File: config.mk
export PLATFORM = sky130hd
export DESIGN_NAME = tlqx_div_stage
export DESIGN_NICKNAME = d
export VERILOG_FILES = /design/src/hw/rtl/thick_line_quad_expander_core_defines.svh /design/src/hw/rtl/tlqx_pkg.sv /design/src/hw/rtl/tlqx_div_stage.sv
export SDC_FILE = /design/constraint.sdc
export NUM_CORES = 1
export LEC_CHECK = 0
export ABC_AREA = 0
export BUFFER_PORTS_ARGS = -buffer_cell sky130_fd_sc_hd__buf_2
export CORE_AREA = 3 3 233 235
export CTS_CLUSTER_SIZE = 28
export DETAILED_ROUTE_END_ITERATION = 12
export DIE_AREA = 0 0 236 238
export PLACE_DENSITY = 0.57
export SYNTH_ARGS = -nofsm -noshare
export SYNTH_HDL_FRONTEND = slang
export SYNTH_SLANG_ARGS = --single-unit
File: constraint.sdc
create_clock -name clk -period 4 [get_ports clk]
set_clock_uncertainty 0.2 [all_clocks]
set_input_delay 0.8 -clock clk [delete_from_list [all_inputs] [get_ports clk]]
set_output_delay 0.8 -clock clk [all_outputs]
set_load 0.02 [all_outputs]
File: src/hw/rtl/thick_line_quad_expander_core_defines.svh
// Assertion macros used by the emit module of the line expander.
`ifndef THICK_LINE_QUAD_EXPANDER_CORE_DEFINES_SVH
`define THICK_LINE_QUAD_EXPANDER_CORE_DEFINES_SVH
`ifndef SYNTHESIS
`define TLQX_ASSERT_SAME(label, ante, cons) \
  label: assert property (@(posedge clk) disable iff (rst) (ante) |-> (cons)) \
    else $error("tlqx assertion failed");
`define TLQX_ASSERT_NEXT(label, ante, cons) \
  label: assert property (@(posedge clk) disable iff (rst) (ante) |=> (cons)) \
    else $error("tlqx assertion failed");
`else
`define TLQX_ASSERT_SAME(label, ante, cons)
`define TLQX_ASSERT_NEXT(label, ante, cons)
`endif
`endif

File: src/hw/rtl/tlqx_pkg.sv
// Shared types and constants of the thick line quad expander.
`timescale 1ns / 1ps
package tlqx_pkg;

  localparam int InWidth   = 112;
  localparam int OutWidth  = 64;
  localparam int DivBits   = 24;
  localparam int RootBits  = 12;
  localparam int NumVerts  = 6;

  // Per vertex: take the end point, and add the offset.
  localparam logic [NumVerts-1:0] UseEnd  = 6'b010110;
  localparam logic [NumVerts-1:0] AddOffs = 6'b001011;

  typedef struct packed {
    logic [15:0] sx;
    logic [15:0] sy;
    logic [15:0] ex;
    logic [15:0] ey;
    logic [31:0] color;
    logic        negx;
    logic        negy;
    logic        zero;
  } item_t;

  typedef struct packed {
    item_t       it;
    logic [33:0] s;
    logic [55:0] rx;
    logic [55:0] ry;
    logic [DivBits-1:0] qx;
    logic [DivBits-1:0] qy;
    logic        satx;
    logic        saty;
  } div_t;

  typedef struct packed {
    item_t       it;
    logic [DivBits-1:0]  qx;
    logic [DivBits-1:0]  qy;
    logic [RootBits-1:0] rtx;
    logic [RootBits-1:0] rty;
  } sq_t;

endpackage

File: src/hw/rtl/tlqx_div_stage.sv
// One restoring division step for both offset components.
`timescale 1ns / 1ps
module tlqx_div_stage #(
  parameter int BIT = 0
) (
  input  logic           clk,
  input  logic           rst,
  input  logic           en,
  input  logic           in_valid,
  input  tlqx_pkg::div_t in_d,
  output logic           out_valid,
  output tlqx_pkg::div_t out_d
);

  logic [56:0] dsh;
  logic fitx, fity;
  tlqx_pkg::div_t nxt;

  // Compare each remainder with the shifted length and subtract on a fit.
  always_comb begin
    dsh  = 57'(in_d.s) << BIT;
    fitx = {1'b0, in_d.rx} >= dsh;
    fity = {1'b0, in_d.ry} >= dsh;
    nxt  = in_d;
    if (fitx) begin
      nxt.rx = in_d.rx - dsh[55:0];
    end
    if (fity) begin
      nxt.ry = in_d.ry - dsh[55:0];
    end
    nxt.qx[BIT] = fitx;
    nxt.qy[BIT] = fity;
  end

  always_ff @(posedge clk) begin
    if (rst) begin
      out_valid <= 1'b0;
    end else if (en) begin
      out_valid <= in_valid;
    end
  end

  always_ff @(posedge clk) begin
    if (en) begin
      out_d <= nxt;
    end
  end

endmodule

==> out/qor.yml <==
whs_ns: 0.210
core-area_sq_mm: 0.0524
p_total_mw: 9.11
fin_tns_setup_ns: 0
cts_tree: "done"
ys_ff_latch: 296
cts_buffer_depth: 3
grt_pass1_wl_mm: 84.7
post_cts_buffers: 0
grt_pass1_vias: 13029
fin_ws_ns: 0.334
start_util_pct: 28.1
nets: 2360
clkSlewWorstSetupHoldPaths_ns: 0.06
drive_gt1_share_pct: 42.0
wl_mm: 60.1
utilization_pct: 39.9
syn_avg_cell_area_sq_um: 12.0
slew_viol_final: 0
post_dp_cell_area_sq_mm: 0.0198
antenna_found_initial: 20
endpoint_kind: "register"
ys.warnings.count: 0
clk_latency_ns: 0.54
synth_ff_type: "edfxtp_1"
vias_per_cell: 4.75
max_cap_viol_count: 0
synth_cell_types: 64
cp.arrival_ns: 3.75
finalHoldViolCount: 0
synth-seq-area-share_pct: 60.2
finalWeightedCongestion: 0.903
num_rows: 84
path_max_fanout: 7
wl_per_cell_um: 22.2
pin_count: 595
fin_crit_sh_pct: 91.7
grt_max_degree: 86
min_period_ns: 3.67
hold_buffers: 0
max_freq_mhz: 273
setup_viol: 0
overflow: 0
fp.dieH_um: 238
fin_cells: 2710
syn_area_sq_mm: 0.0148
path_class: "in2reg"
final_area_sq_mm: 0.0209
max_slew_margin_pct: 51.8
dieArea_sq_mm: 0.0562
final_common_cell: "buf_2"
ant_nets: 0
final_cell_mix: "buf_2, edfxtp_1, buf_4"
crit_required_ns: 4.08
cts_resized: 0
synthArstFlopShare_pct: 0
ctsHtreeMaxLevel: 2
rsz0062_at_grt: "false"
pre_cts_slack_ns: -0.211
vias: 12879
min_path_type: "in2reg"
area_growth_pct: 41.7
power_density_mw_per_mm2: 436
status: "complete, no violations"
drc: 0
syn_nets: 1602
synth-edff-count: 295
drt-initial-drc-count: 585
die_width_um: 236
dr.pass1.iters: 5
start_kind: "input pin"
clock_sinks: 296
p_leak_nw: 8.97
numPlacedInstances: 2641
track_usage_pct: 20.2
detailed_place_hpwl_mm: 49.8
numCtsBuffers: 36
worstMarginPinSlew_ns: 0.723
synth_cells: 1233
clk_root_buffer_cell: "clkbuf_16"
max-vdd-ir-drop_uv: 236
io_buffers: 592
==> cell usage after synthesis, types with 4 or more instances <==
master | instances | share of area, %
a211oi_1 | 11 | 0.56
a21o_1 | 21 | 1.1
a21oi_1 | 103 | 3.5
a31oi_1 | 10 | 0.42
and2_1 | 6 | 0.25
buf_2 | 8 | 0.27
clkbuf_1 | 37 | 0.94
edfxtp_1 | 295 | 60
ha_1 | 68 | 5.8
inv_1 | 57 | 1.4
mux2_2 | 7 | 0.53
nand2_1 | 99 | 2.5
nand2b_1 | 12 | 0.51
nand3_1 | 19 | 0.64
nand4_1 | 31 | 1.3
nor2_1 | 87 | 2.2
nor2b_1 | 7 | 0.30
nor3_1 | 33 | 1.1
nor4_1 | 23 | 0.98
nor4b_1 | 5 | 0.30
o211ai_1 | 13 | 0.66
o21a_1 | 20 | 1.0
o21ai_0 | 63 | 2.1
o21ai_1 | 9 | 0.31
o21bai_1 | 11 | 0.56
o31a_1 | 4 | 0.24
o31ai_1 | 6 | 0.31
or2_2 | 7 | 0.30
or3_1 | 4 | 0.17
or4_1 | 7 | 0.36
xnor2_1 | 55 | 3.3
xor2_1 | 45 | 2.7
==> routing by layer <==
metal	global-route usage, %	vias to the layer above	wire length (um)	part of all wire, %
li1	-	6170	-	-
met1	22.4	6164	22700	38
met2	37.8	431	31600	53
met3	5.49	96	3890	6.5
met4	5.97	18	1700	2.8
met5	0	-	105	0.17
==> layout make-up <==
type,instances,area [sq um]
flip-flops and latches,296,8880
clock buffers,44,952
clock inverters,21,173
inverters,58,218
repair buffers,768,4360
diodes,4,10.0
multi-input cells,831,5470
well taps,688,861
fillers,5109,31500
==> flip-flops by register name, indices dropped and copies added (netlist names) <==
register,cells
out_d,295
out_valid,1
==> kinds of logic after synthesis <==
family,after synthesis,synth area share [%]
buf+inv,106,2.84
fa+ha+maj,70,6.04
xor+xnor,100,5.93
simple gates,356,11.9
compound gates,296,12.4
mux,9,0.670
flops,296,60.2
==> worst max-delay path, stage by stage <==
cell      delay, ns
buf_2          0.11
inv_1          0.20
ha_1           0.29
nor2b_1        0.15
o31a_1         0.28
o31a_1         0.32
a221o_1        0.40
a31o_2         0.28
a211oi_4       0.31
inv_2          0.11
nand4_2        0.22
nor3_1         0.11
xor2_1         0.17
==> path summary, 6_finish.rpt <==
| check | start | end | slack [ns] | cells past startpoint |
|---|---|---|---|---|
| setup / recovery | in_d[164] | out_d[161] | 0.33 | 13 |
| hold / removal | rst | out_valid | 0.21 | 2 |
| setup reg to reg | out_valid | out_valid | 3.22 | 2 |
| hold reg to reg | out_valid | out_valid | 0.30 | 2 |
==> where the power goes <==
part	switching, mW	internal [mW]
logic	1.29	0.792
clock network	1.33	1.84
registers	0.0817	3.79
total	2.70	6.42
No activity file was read; power rests on OpenSTA's default activity.
