--- src/hw/rtl/thick_line_quad_expander_core_defines.svh ---
// Assertion macros used by the emit module of the line expander.
`ifndef THICK_LINE_QUAD_EXPANDER_CORE_DEFINES_SVH
`define THICK_LINE_QUAD_EXPANDER_CORE_DEFINES_SVH
`ifndef SYNTHESIS
`define TLQX_ASSERT_SAME(label, ante, cons) \
  label: assert property (@(posedge clk) disable iff (rst) (ante) |-> (cons)) \
    else $error("tlqx assertion failed");
`define TLQX_ASSERT_NEXT(label, ante, cons) \
  label: assert property (@(posedge clk) disable iff (rst) (ante) |=> (cons)) \
    else $error("tlqx assertion failed");
`else
`define TLQX_ASSERT_SAME(label, ante, cons)
`define TLQX_ASSERT_NEXT(label, ante, cons)
`endif
`endif

--- src/hw/rtl/tlqx_pkg.sv ---
// Shared types and constants of the thick line quad expander.
`timescale 1ns / 1ps
package tlqx_pkg;

  localparam int InWidth   = 112;
  localparam int OutWidth  = 64;
  localparam int DivBits   = 24;
  localparam int RootBits  = 12;
  localparam int NumVerts  = 6;

  // Per vertex: take the end point, and add the offset.
  localparam logic [NumVerts-1:0] UseEnd  = 6'b010110;
  localparam logic [NumVerts-1:0] AddOffs = 6'b001011;

  typedef struct packed {
    logic [15:0] sx;
    logic [15:0] sy;
    logic [15:0] ex;
    logic [15:0] ey;
    logic [31:0] color;
    logic        negx;
    logic        negy;
    logic        zero;
  } item_t;

  typedef struct packed {
    item_t       it;
    logic [33:0] s;
    logic [55:0] rx;
    logic [55:0] ry;
    logic [DivBits-1:0] qx;
    logic [DivBits-1:0] qy;
    logic        satx;
    logic        saty;
  } div_t;

  typedef struct packed {
    item_t       it;
    logic [DivBits-1:0]  qx;
    logic [DivBits-1:0]  qy;
    logic [RootBits-1:0] rtx;
    logic [RootBits-1:0] rty;
  } sq_t;

endpackage

--- src/hw/rtl/tlqx_sqrt_stage.sv ---
// One integer square root step for both offset components.
`timescale 1ns / 1ps
module tlqx_sqrt_stage #(
  parameter int BIT = 0
) (
  input  logic          clk,
  input  logic          rst,
  input  logic          en,
  input  logic          in_valid,
  input  tlqx_pkg::sq_t in_d,
  output logic          out_valid,
  output tlqx_pkg::sq_t out_d
);

  logic [tlqx_pkg::RootBits-1:0] candx, candy;
  logic [tlqx_pkg::DivBits-1:0] sqx, sqy;
  tlqx_pkg::sq_t nxt;

  // Keep the trial bit when its square stays within the quotient.
  always_comb begin
    candx = in_d.rtx | (tlqx_pkg::RootBits'(1) << BIT);
    candy = in_d.rty | (tlqx_pkg::RootBits'(1) << BIT);
    sqx   = candx * candx;
    sqy   = candy * candy;
    nxt   = in_d;
    if (sqx <= in_d.qx) begin
      nxt.rtx = candx;
    end
    if (sqy <= in_d.qy) begin
      nxt.rty = candy;
    end
  end

  always_ff @(posedge clk) begin
    if (rst) begin
      out_valid <= 1'b0;
    end else if (en) begin
      out_valid <= in_valid;
    end
  end

  always_ff @(posedge clk) begin
    if (en) begin
      out_d <= nxt;
    end
  end

endmodule

--- config.mk ---
export PLATFORM = sky130hd
export DESIGN_NAME = tlqx_sqrt_stage
export DESIGN_NICKNAME = d
export VERILOG_FILES = /design/src/hw/rtl/thick_line_quad_expander_core_defines.svh /design/src/hw/rtl/tlqx_pkg.sv /design/src/hw/rtl/tlqx_sqrt_stage.sv
export SDC_FILE = /design/constraint.sdc
export NUM_CORES = 1
export LEC_CHECK = 0
export BUFFER_PORTS_ARGS = -buffer_cell sky130_fd_sc_hd__buf_2
export CAP_MARGIN = 10
export CORE_UTILIZATION = 40
export CTS_CLUSTER_SIZE = 24
export DETAILED_ROUTE_END_ITERATION = 16
export PLACE_DENSITY = 0.72
export SLEW_MARGIN = 20
export SYNTH_ARGS = -nofsm -noshare
export SYNTH_HDL_FRONTEND = slang
export SYNTH_SLANG_ARGS = --single-unit
export TNS_END_PERCENT = 1
--- constraint.sdc ---
create_clock -name clk -period 7.5 [get_ports clk]
set_input_delay 0.375 -clock clk [delete_from_list [all_inputs] [get_ports clk]]
set_output_delay 0.375 -clock clk [all_outputs]
set_load 0.1 [all_outputs]
==> summary by stage <==
Run status
The flow ran to the end, and the final reports show no timing, DRC or antenna violations.

Worst setup path
In this design, the stage delay of the slowest critical-path cell is approximately 550 ps. STA classifies the critical path endpoint as a register. The kind of cell with the highest combined delay along the critical path is adder cells. Data arrives at the worst endpoint at roughly 6600 ps.

The startpoint type of the worst setup path is an input port. For this design, the slowest cell found on the critical path is fa_1. Together, buffers and inverters on the worst path number 4. The data required time at the worst endpoint is 7700 ps. Traced cell by cell, the critical path runs through buf_2 -> clkinv_1 -> nor2_1 -> fa_1 -> fa_1 -> fa_1 -> fa_1 -> inv_1 -> fa_1 -> inv_1 -> ha_1 -> a21o_1 -> a21oi_2 -> o211ai_1 -> a31o_2 -> a221oi_1 -> xnor2_1 -> ha_1 -> nand4_1 -> nor4_1 -> o21a_1 -> o31ai_1. The path depth of the worst reg2reg path is 2.

In this run the worst path has a maximum fanout of 8. The critical path runs through a total of 22 cells. The critical path's most frequent cell is fa_1. The type of the worst setup path is input port to register.

Placed design
Detailed placement finished with a half-perimeter wire length of 28000 um. The port buffer count is roughly 350. The post-placement setup slack is ~630 ps. The congestion estimate from routability-driven global placement came to ~0.88.

Die
The core area is roughly 35000 um2. The effective utilization at floorplan is 0.408. The width of the chip is 190 um. The die is 190 um tall. The top-level port count is approximately 350. The floorplan step defined a die boundary enclosing ~36000 um2. The floorplan has 68 rows.

STA
The final-layout setup total negative slack is 0 ps. The worst pin sits at a relative slew slack of 0.429. Setup repair after global routing left no endpoint under its margin. The shortest period the worst path allows is 6410 ps. The count of endpoints failing hold in the final timing report came to 0. The upper clock frequency limit is approximately 160 MHz. The number of max-slew violations in the final report was 0. Setup violations remaining at the end of the flow were counted as 0. Setup slack closes at roughly 1100 ps. The worst clock skew on the final layout is 0 ps.

The worst-margin pin slew is approximately 860 ps. Of the available clock period, the critical path in the final layout requires 0.855.

Logic synthesis
The number of enable flip-flop cells after synthesis is 171. The share of the Yosys chip area taken by registers is 0.364. The mean instance size in the synthesized netlist is 11.3 um2. The biggest area contributor in the post-synthesis netlist is edfxtp_1. Among all flip-flop cells after synthesis, the most frequent one is edfxtp_1.

For this run, asynchronously set or reset flops after synthesis account for 0. For this run, the number of Yosys warnings is 0. The fraction of post-synthesis cell area in the top cell type by area is 0.362. The synthesized instance count is 1253.

Ranked by total cell area, the synthesized netlist is headed by edfxtp_1, fa_1, ha_1. Synthesis inferred around 170 register bits. The total nets after synthesis is roughly 1800. The synthesized area is roughly 14000 um2. Yosys mapped the design onto 58 distinct sky130hd cell types.

Drt
After detailed routing, the average wire length per cell comes to between 15 and 20 um. The count of antenna-violating nets left after detailed routing is 0. The detailed router's first-iteration violation count is 538.

The number of optimization iterations in the first detailed-route pass is 6. The total detailed-routing wirelength is 33800 um. After detailed routing, the number of vias per cell comes to a little under 5. In the routed design, unresolved DRC markers number 0. For this block, the via count after detailed routing is approximately 10000.

Layout
The top cell types in the final layout, fill and taps aside, are buf_2, inv_1, edfxtp_1, ha_1, fa_1. In the final layout, the share of cells above drive strength 1 is 0.245. The layout has 3139 filler cells. The most common cell after layout, fill and taps aside is buf_2. Compared with the post-synthesis result, the final layout area differs by 20.4%. The number of nets in the layout is between 2000 and 2500.

Clocking
The total of hold buffers inserted after clock tree synthesis is 0. In this run the deepest clock path goes through 2 buffers. After clock tree synthesis, the clock-pin slew on the worst setup and hold paths is around 80 ps.

For the worst-skew pair, the clock arrives at the later sink with an insertion delay of about 440 ps. Post-CTS timing repair inserted 0 buffers for setup. Once the clock tree was built, the resizer swapped 0 gates to a different size. The total CTS buffers is 17. The number of H-tree branching levels is 4. The CTS tree is done.

The TritonCTS sink count is between 150 and 200. The clock tree root driver cell is clkbuf_16.

Job
The number of maximum-capacitance constraint violations is 0.

Global routing
The first global-routing pass estimated between 50000 and 60000 um of wire. The number of antenna violations at the first check in global routing was 2. For this run the aggregate overflow at the end of global routing stands at 0. The number of global-route vias before repair came to around 10000. Across every metal layer, demand over resource in global routing totals 0.192. The pin count of the biggest net entering global routing is 95.

Worst hold path
Along the worst hold path, the cell count comes to 2. The path category of the worst min-delay check is input port to register.

Power and ir drop
For this design the static power due to leakage is just under 9 nW. The power density over cell area is ~440 nW/um2. The maximum resistive drop on vdd is around 0.28 mV. The overall power of the completed layout is around 0.0075 W.
-- logic make-up (layout without fill, tap and decap cells) --
family,Yosys count,after routing,synth area share
AO/OA/AOI/OAI,157,157,0.0761
adder cells (fa/ha/maj),323,323,0.367
AND/OR/NAND/NOR,209,209,0.0681
buffers and inverters,332,700,0.0879
XOR/XNOR,58,58,0.0358
flip-flops,172,172,0.364
multiplexers,2,2,0.00150
other,0,1,0
-- area by class of cell --
class,count,area (um2),area share
Multi-Input combinational cell,749,7770,0.455
Inverter,320,1200,0.0704
Clock inverter,15,179,0.0105
Antenna cell,1,2.50,0.000147
Tap cell,455,569,0.0334
Clock buffer,17,425,0.0249
Sequential cell,172,5150,0.302
Timing Repair Buffer,348,1760,0.103
-- Yosys cell counts, drive strengths merged, types with 3 or more instances --
library cell	instances
clkbuf	12
o21ai	20
a31o	3
and4	3
o211ai	6
nand2	72
a31oi	3
inv	317
nand3	7
o21a	7
xor2	17
or2	7
o31ai	4
xnor2	41
a21oi	50
nor3	9
nor2	63
a21o	35
nand4	14
and2	23
ha	169
edfxtp	171
clkinv	3
fa	154
o21bai	7
-- stage by stage --
stage | hold slack, ps | std cells | cell area (um2) | util
after global placement | 486 | 2044 | 16400 | 0.474
after global routing | 59.7 | 2077 | 17100 | 0.491
after CTS | 54.2 | 2076 | 17100 | 0.491
after detailed placement | 492 | 2044 | 16400 | 0.474
final | 75.2 | 2077 | 17100 | 0.491
after floorplan | 447 | 1253 | 14200 | -
-- report_power, final --
group | switching (W) | leakage (nW) | total (W) | internal [W]
registers | 0.0000199 | 1.68 | 0.00116 | 0.00114
clock network | 0.000433 | 0.292 | 0.000910 | 0.000477
logic | 0.00328 | 6.75 | 0.00547 | 0.00219
-- path summary, 6_finish.rpt --
check | slack [ps] | end | from
setup / recovery | 1090 | out_d[0]$_SDFFCE_PP1P_ | in_d[5]
hold / removal | 80 | out_valid$_SDFFE_PP0P_ | rst
setup reg to reg | 6910 | out_valid$_SDFFE_PP0P_ | out_valid$_SDFFE_PP0P_
hold reg to reg | 510 | out_valid$_SDFFE_PP0P_ | out_valid$_SDFFE_PP0P_
-- worst reg2reg max path, stage by stage, from the launching register on --
cell     delay, ps
dfxtp_1        310
mux2i_1        120
nor2_1          50
-- routing by layer --
| layer | GRT usage | routed length, um | share of wire | vias to the layer above |
|---|---|---|---|---|
| met5 | 0 | 0 | 0 | - |
| met4 | 0.0575 | 661 | 0.020 | 0 |
| met3 | 0.0392 | 2220 | 0.066 | 41 |
| met2 | 0.335 | 17300 | 0.51 | 348 |
| met1 | 0.238 | 13700 | 0.40 | 4871 |
| li1 | - | - | - | 4789 |
-- sequential cells by signal, summed over array words and instances (netlist names) --
| name | count |
|---|---|
| out_d | 171 |
| out_valid | 1 |
Power figures use the tool's default switching activity.
