[src/hw/rtl/thick_line_quad_expander_core_defines.svh]
// Assertion macros used by the emit module of the line expander.
`ifndef THICK_LINE_QUAD_EXPANDER_CORE_DEFINES_SVH
`define THICK_LINE_QUAD_EXPANDER_CORE_DEFINES_SVH
`ifndef SYNTHESIS
`define TLQX_ASSERT_SAME(label, ante, cons) \
  label: assert property (@(posedge clk) disable iff (rst) (ante) |-> (cons)) \
    else $error("tlqx assertion failed");
`define TLQX_ASSERT_NEXT(label, ante, cons) \
  label: assert property (@(posedge clk) disable iff (rst) (ante) |=> (cons)) \
    else $error("tlqx assertion failed");
`else
`define TLQX_ASSERT_SAME(label, ante, cons)
`define TLQX_ASSERT_NEXT(label, ante, cons)
`endif
`endif

[src/hw/rtl/tlqx_pkg.sv]
// Shared types and constants of the thick line quad expander.
`timescale 1ns / 1ps
package tlqx_pkg;

  localparam int InWidth   = 112;
  localparam int OutWidth  = 64;
  localparam int DivBits   = 24;
  localparam int RootBits  = 12;
  localparam int NumVerts  = 6;

  // Per vertex: take the end point, and add the offset.
  localparam logic [NumVerts-1:0] UseEnd  = 6'b010110;
  localparam logic [NumVerts-1:0] AddOffs = 6'b001011;

  typedef struct packed {
    logic [15:0] sx;
    logic [15:0] sy;
    logic [15:0] ex;
    logic [15:0] ey;
    logic [31:0] color;
    logic        negx;
    logic        negy;
    logic        zero;
  } item_t;

  typedef struct packed {
    item_t       it;
    logic [33:0] s;
    logic [55:0] rx;
    logic [55:0] ry;
    logic [DivBits-1:0] qx;
    logic [DivBits-1:0] qy;
    logic        satx;
    logic        saty;
  } div_t;

  typedef struct packed {
    item_t       it;
    logic [DivBits-1:0]  qx;
    logic [DivBits-1:0]  qy;
    logic [RootBits-1:0] rtx;
    logic [RootBits-1:0] rty;
  } sq_t;

endpackage

[src/hw/rtl/tlqx_emit.sv]
// Output register and six vertex sequencer.
`timescale 1ns / 1ps
`include "thick_line_quad_expander_core_defines.svh"
module tlqx_emit (
  input  logic                           clk,
  input  logic                           rst,
  input  logic                           in_valid,
  output logic                           in_ready,
  input  tlqx_pkg::sq_t                  in_d,
  output logic                           m_tvalid,
  input  logic                           m_tready,
  output logic [tlqx_pkg::OutWidth-1:0]  m_tdata,  // vertex_x, vertex_y, red, green, blue, alpha
  output logic                           m_tlast   // last_vertex
);

  tlqx_pkg::item_t it;
  logic signed [12:0] ox, oy;
  logic [2:0] cnt;
  logic load;
  logic [12:0] mx, my;
  logic signed [16:0] bx, by, vx, vy;
  logic [15:0] satx, saty;

  assign in_ready = !m_tvalid || (m_tready && cnt == 3'd5);
  assign load     = in_valid && in_ready && !in_d.it.zero;

  // Half of the root, rounded up, is the offset magnitude.
  assign mx = ({1'b0, in_d.rtx} + 13'd1) >> 1;
  assign my = ({1'b0, in_d.rty} + 13'd1) >> 1;

  always_ff @(posedge clk) begin
    if (rst) begin
      m_tvalid <= 1'b0;
      cnt      <= '0;
    end else begin
      if (m_tvalid && m_tready) begin
        cnt <= cnt + 3'd1;
        if (cnt == 3'd5) begin
          m_tvalid <= 1'b0;
        end
      end
      if (load) begin
        m_tvalid <= 1'b1;
        cnt      <= '0;
      end
    end
  end

  always_ff @(posedge clk) begin
    if (load) begin
      it <= in_d.it;
      ox <= in_d.it.negx ? -$signed(mx) : $signed(mx);
      oy <= in_d.it.negy ? -$signed(my) : $signed(my);
    end
  end

  // Pick the endpoint and offset sign of the current vertex, then saturate.
  always_comb begin
    bx = tlqx_pkg::UseEnd[cnt] ? $signed({it.ex[15], it.ex}) : $signed({it.sx[15], it.sx});
    by = tlqx_pkg::UseEnd[cnt] ? $signed({it.ey[15], it.ey}) : $signed({it.sy[15], it.sy});
    vx = tlqx_pkg::AddOffs[cnt] ? bx + 17'(ox) : bx - 17'(ox);
    vy = tlqx_pkg::AddOffs[cnt] ? by + 17'(oy) : by - 17'(oy);
    satx = (vx[16] != vx[15]) ? {vx[16], {15{!vx[16]}}} : vx[15:0];
    saty = (vy[16] != vy[15]) ? {vy[16], {15{!vy[16]}}} : vy[15:0];
  end

  assign m_tdata = {it.color, saty, satx};
  assign m_tlast = (cnt == 3'd5);

  `TLQX_ASSERT_SAME(a_cnt_range, m_tvalid, cnt <= 3'd5)
  `TLQX_ASSERT_SAME(a_ready_busy, !in_ready, m_tvalid)
  `TLQX_ASSERT_NEXT(a_hold_stall, m_tvalid && !m_tready, $stable(cnt) && m_tvalid)
  `TLQX_ASSERT_NEXT(a_end_run, m_tvalid && m_tready && m_tlast && !load, !m_tvalid)

endmodule

[config.mk]
export PLATFORM = sky130hd
export DESIGN_NAME = tlqx_emit
export DESIGN_NICKNAME = d
export VERILOG_FILES = /design/src/hw/rtl/tlqx_pkg.sv /design/src/hw/rtl/tlqx_emit.sv
export VERILOG_INCLUDE_DIRS = /design/src /design/src/hw/rtl
export SDC_FILE = /design/constraint.sdc
export NUM_CORES = 1
export LEC_CHECK = 0
export BUFFER_PORTS_ARGS = -buffer_cell sky130_fd_sc_hd__buf_2
export CORE_MARGIN = 3
export CORE_UTILIZATION = 57
export CTS_CLUSTER_DIAMETER = 40
export DETAILED_ROUTE_END_ITERATION = 7
export GPL_TIMING_DRIVEN = 0
export HOLD_SLACK_MARGIN = 0.06
export PLACE_DENSITY = 0.87
export SETUP_SLACK_MARGIN = 0.05
export SLEW_MARGIN = 40
export SYNTH_ARGS = -nofsm -noshare
export SYNTH_HDL_FRONTEND = slang
export SYNTH_SLANG_ARGS = --single-unit
[constraint.sdc]
create_clock -name clk -period 20.8 [get_ports clk]
set_input_delay 1.04 -clock clk [delete_from_list [all_inputs] [get_ports clk]]
set_output_delay 1.04 -clock clk [all_outputs]
set_load 0.03 [all_outputs]
==> impl_summary.txt <==
----------------------------------------------------
[Final layout]
  Final instance area ... 9940 um^2
  Relative area change from synthesis to final layout ... 23.6%
  Count of filler cells inserted in the layout ... 932
  Sequential cell area ... 3780 um^2
  Area of the multi-input gates ... 3860 um^2
  Post-route non-filler standard cell count ... 1123
  Final-stage net count ... 1151
  Fraction of layout instances using a drive strength above 1 ... 34.1%

[Power]
  Register share of total power ... 33.7%
  Clock group share of total power ... 33.8%
  Design internal power ... 0.599 mW
  Worst IR drop on VDD ... 67.1 uV
  Static Leak ... 4.10 nW
  Tot Pwr ... 0.901 mW
  Switching power as a share of total power ... 33.5%
  Sw Pwr ... 0.302 mW
  Comb pwr share ... 32.5%
  Ratio of total power to cell area ... 90.6 nW/um^2

[Timing]
  Period Utilization, post-route ... 28.7%
  Slew at the pin closest to its max-slew limit ... 0.745 ns
  Worst Setup Slack, final ... 14.83 ns
  # setup viols final ... 0
  RSZ-0062 raised after global routing ... no
  Top achievable clock speed ... 0.167 GHz
  Total Neg Setup Slack ... 0 ns
  Post-layout min period ... 5.97 ns
  Worst slew margin ... 50.3%
  Fin. Hold Viols ... 0
  Final clock skew ... 0.00974 ns
  Max Slew Vio Count ... 0

[Yosys]
  Post-synthesis mux area share ... 5.57%
  Average size of a mapped cell ... 11.2 um^2
  Sequential cell area fraction in the yosys report ... 47.0%
  Xor/xnor cell area share of the yosys netlist ... 10.5%
  Area of the mapped netlist ... 8040 um^2
  Adder-cell share of the synthesized area ... 9.25%
  Simple-gate area share of the yosys netlist ... 10.9%
  Largest family of logic cells by synthesized area ... compound AO/OA/AOI/OAI gates
  Yosys cell types ... 68
  Post-synth ARST share ... 0%
  Register bit total from synthesis ... 128
  Post-Synthesis Net Count ... 939
  Count of mapped cells out of synthesis ... 721
  Number of enable flip-flop cells after synthesis ... 122
  Compound-cell area share of the yosys netlist ... 11.4%
  Prevailing post-synth register cell ... edfxtp_1
  Synth Warn # ... 0

[Worst setup path]
  Top fanout value on the critical path ... 10
  CP arrival ... 4.93 ns
  Crit. End Element ... primary output
  Required time reported for the critical path endpoint ... 19.76 ns
  Critical setup path kind ... flip-flop to primary output
  Startpoint class of the critical path ... flip-flop

[Clock tree]
  Count of H-tree levels built during CTS ... 4
  Number of buffers on the longest clock path ... 2
  Number of hold buffers added after cts ... 0
  Insertion delay of the later-clocked pin in the worst-skew pair ... 0.42 ns
  Clock transition time at the flip-flop clock pins of the worst setup and hold paths ... 0.06 ns
  Num Clock Sinks ... 128
  Root buffer cell ... clkbuf_16
  Clock tree from TritonCTS ... built
  Inserted Clock Buffers ... 17
  Post-CTS Setup Repair Bufs ... 0
  Post-CTS resize count ... 0

[Placement]
  Final HPWL from detailed placement ... 13900 um
  Worst slack after detailed placement ... 15.29 ns
  Dpl cells ... 1090
  Number of buffer cells added on primary ports ... 186
  Cell area after placement ... 9320 um^2
  Final weighted congestion in routability-driven placement ... 0.893

[GRT]
  Overall Global Routing Usage ... 23.2%
  Via count of the first global-routing pass ... 6049
  Met1 track utilization from global routing ... 29.5%
  Global-route wire length before repair ... 29100 um
  GR met3 Demand/Resource ... 6.52%
  Most congested layer reported by global routing ... met2
  Met2 usage in global routing ... 38.2%
  Largest net degree at the start of global routing ... 21
  Initial antenna violation count ... 1
  Total congestion overflow after global routing ... 0

[Routing]
  Routed vias ... 6238
  Number of remaining DRC errors ... 0
  Final Routed Wirelength ... 18000 um
  Vias/cell ... 5.55
  Count of nets left with antenna violations after detail routing ... 0
  Number of violations reported at the end of detailed-routing iteration 0 ... 344
  Detailed-routing iteration count for the pre-antenna-repair pass ... 7
  DR WL/cell ... 16.0 um

[Die]
  Core Area ... 13500 um^2
  Number of core rows ... 42
  Top-level I/O count ... 242
  Height of the die ... 125 um
  Die X-Extent ... 125 um
  Area enclosed by the die boundary ... 15600 um^2
  Effective utilization at floorplan ... 59.6%

[Outcome]
  Outcome ... finished, final reports clean

[Worst hold path]
  Hold Path Class ... flip-flop to flip-flop

[Job]
  Max-cap violations ... 0

----------------------------------------------------
metal layers:
metal | share of wire [%] | routed length [um]
met1 | 42 | 7650
met2 | 47 | 8550
met3 | 7.4 | 1340
met4 | 2.6 | 472
met5 | 0 | 0
metrics by stage:
step | util, % | hold slack, ns
after floorplan | - | 0.544
after global placement | 68.1 | 0.559
after detailed placement | 69.0 | 0.590
after CTS | 73.5 | 0.599
after global routing | 73.6 | 0.628
final | 73.6 | 0.600
cells in the final DEF, fill, tap and decap left out, drive strengths merged, types with 3 or more instances in the layout:
cell type	instances
o21ai	30
a311oi	4
o31a	3
nor2b	7
nand4	8
nor3	15
a31oi	9
nor4	5
o21bai	4
inv	24
o211ai	3
or2	4
nor3b	3
mux2	35
clkinv	3
bufinv	3
maj3	18
nand3	19
and2	3
o31ai	4
nand2b	4
nand2	44
xnor2	43
edfxtp	122
dfxtp	6
and3	8
a211oi	8
a21o	10
clkbuf	32
a21oi	52
or3	3
ha	41
mux2i	5
xor2	53
nor2	45
buf	238
cell usage after synthesis, types with 4 or more instances:
| cell | count | area share, % |
|---|---|---|
| xor2_1 | 52 | 5.7 |
| a21o_1 | 10 | 0.93 |
| xnor2_1 | 43 | 4.7 |
| edfxtp_1 | 122 | 46 |
| clkbuf_1 | 11 | 0.51 |
| nor2b_1 | 7 | 0.54 |
| nor4_1 | 4 | 0.31 |
| dfxtp_1 | 6 | 1.5 |
| nand2_1 | 44 | 2.1 |
| buf_2 | 4 | 0.25 |
| a211oi_1 | 7 | 0.65 |
| mux2_2 | 34 | 4.8 |
| a31oi_1 | 9 | 0.70 |
| inv_1 | 21 | 0.98 |
| nand2b_1 | 4 | 0.31 |
| o21ai_0 | 28 | 1.7 |
| nand3_1 | 19 | 1.2 |
| nor3_1 | 14 | 0.87 |
| o21bai_1 | 4 | 0.37 |
| nor2_1 | 44 | 2.1 |
| and3_1 | 8 | 0.62 |
| buf_1 | 8 | 0.37 |
| mux2i_1 | 5 | 0.62 |
| o31ai_1 | 4 | 0.37 |
| buf_4 | 32 | 3.0 |
| nand4_1 | 8 | 0.62 |
| a311oi_1 | 4 | 0.44 |
| maj3_2 | 9 | 1.3 |
| ha_1 | 41 | 6.4 |
| maj3_1 | 9 | 1.1 |
| or2_2 | 4 | 0.31 |
| a21oi_1 | 51 | 3.2 |
cells by family after synthesis:
| kind of cell | Yosys count |
|---|---|
| DFF | 128 |
| xor gates and xnor gates | 96 |
| buffers and inverters | 77 |
| adders and majority gates | 61 |
| AOI/OAI and AO/OA | 145 |
| muxes | 40 |
| and+or+nand+nor | 174 |
layout make-up:
cell class	count	share of cell area, %
multi-input combinational	516	38.9
sequential	128	38.1
timing repair buffer	193	10.4
clock buffer	21	4.63
buffer	56	3.45
tap	176	2.22
clock inverter	11	1.55
inverter	21	0.793
antenna	1	0.0252
state kept, by name, summed over array words and instances (netlist names), named ones only:
register and flops:
ox 13, oy 13, cnt 3, m_tdata 32, it 64, m_tvalid 1
power groups by stage:
stage               Combinational [mW]  Clock (mW)  Sequential (mW)
finish                           0.293       0.305            0.303
global route                     0.315       0.324            0.304
CTS                              0.292       0.309            0.303
detailed placement               0.290           0            0.308
global placement                 0.282           0            0.312
floorplan                        0.211           0            0.310
final timing paths:
check             cells past startpoint  slack (ns)          to       from
hold / removal                        2        0.60      cnt[2]     cnt[2]
setup reg to reg                      8       18.56      it[55]     cnt[0]
setup / recovery                     13       14.83  m_tdata[3]  flip-flop
hold reg to reg                       2        0.60      cnt[2]     cnt[2]
worst max-delay path: stages, from the launching register on:
cell      delay, ns
dfxtp_1        0.30
clkbuf_1       0.23
buf_1          0.54
mux2_2         0.44
ha_1           0.24
fa_1           0.43
a211oi_1       0.35
o211ai_1       0.18
a41oi_1        0.22
o21ai_0        0.12
xor2_1         0.57
nor2_2         0.23
o31ai_1        0.39
buf_2          0.27
(Power assumes the default switching activity.)
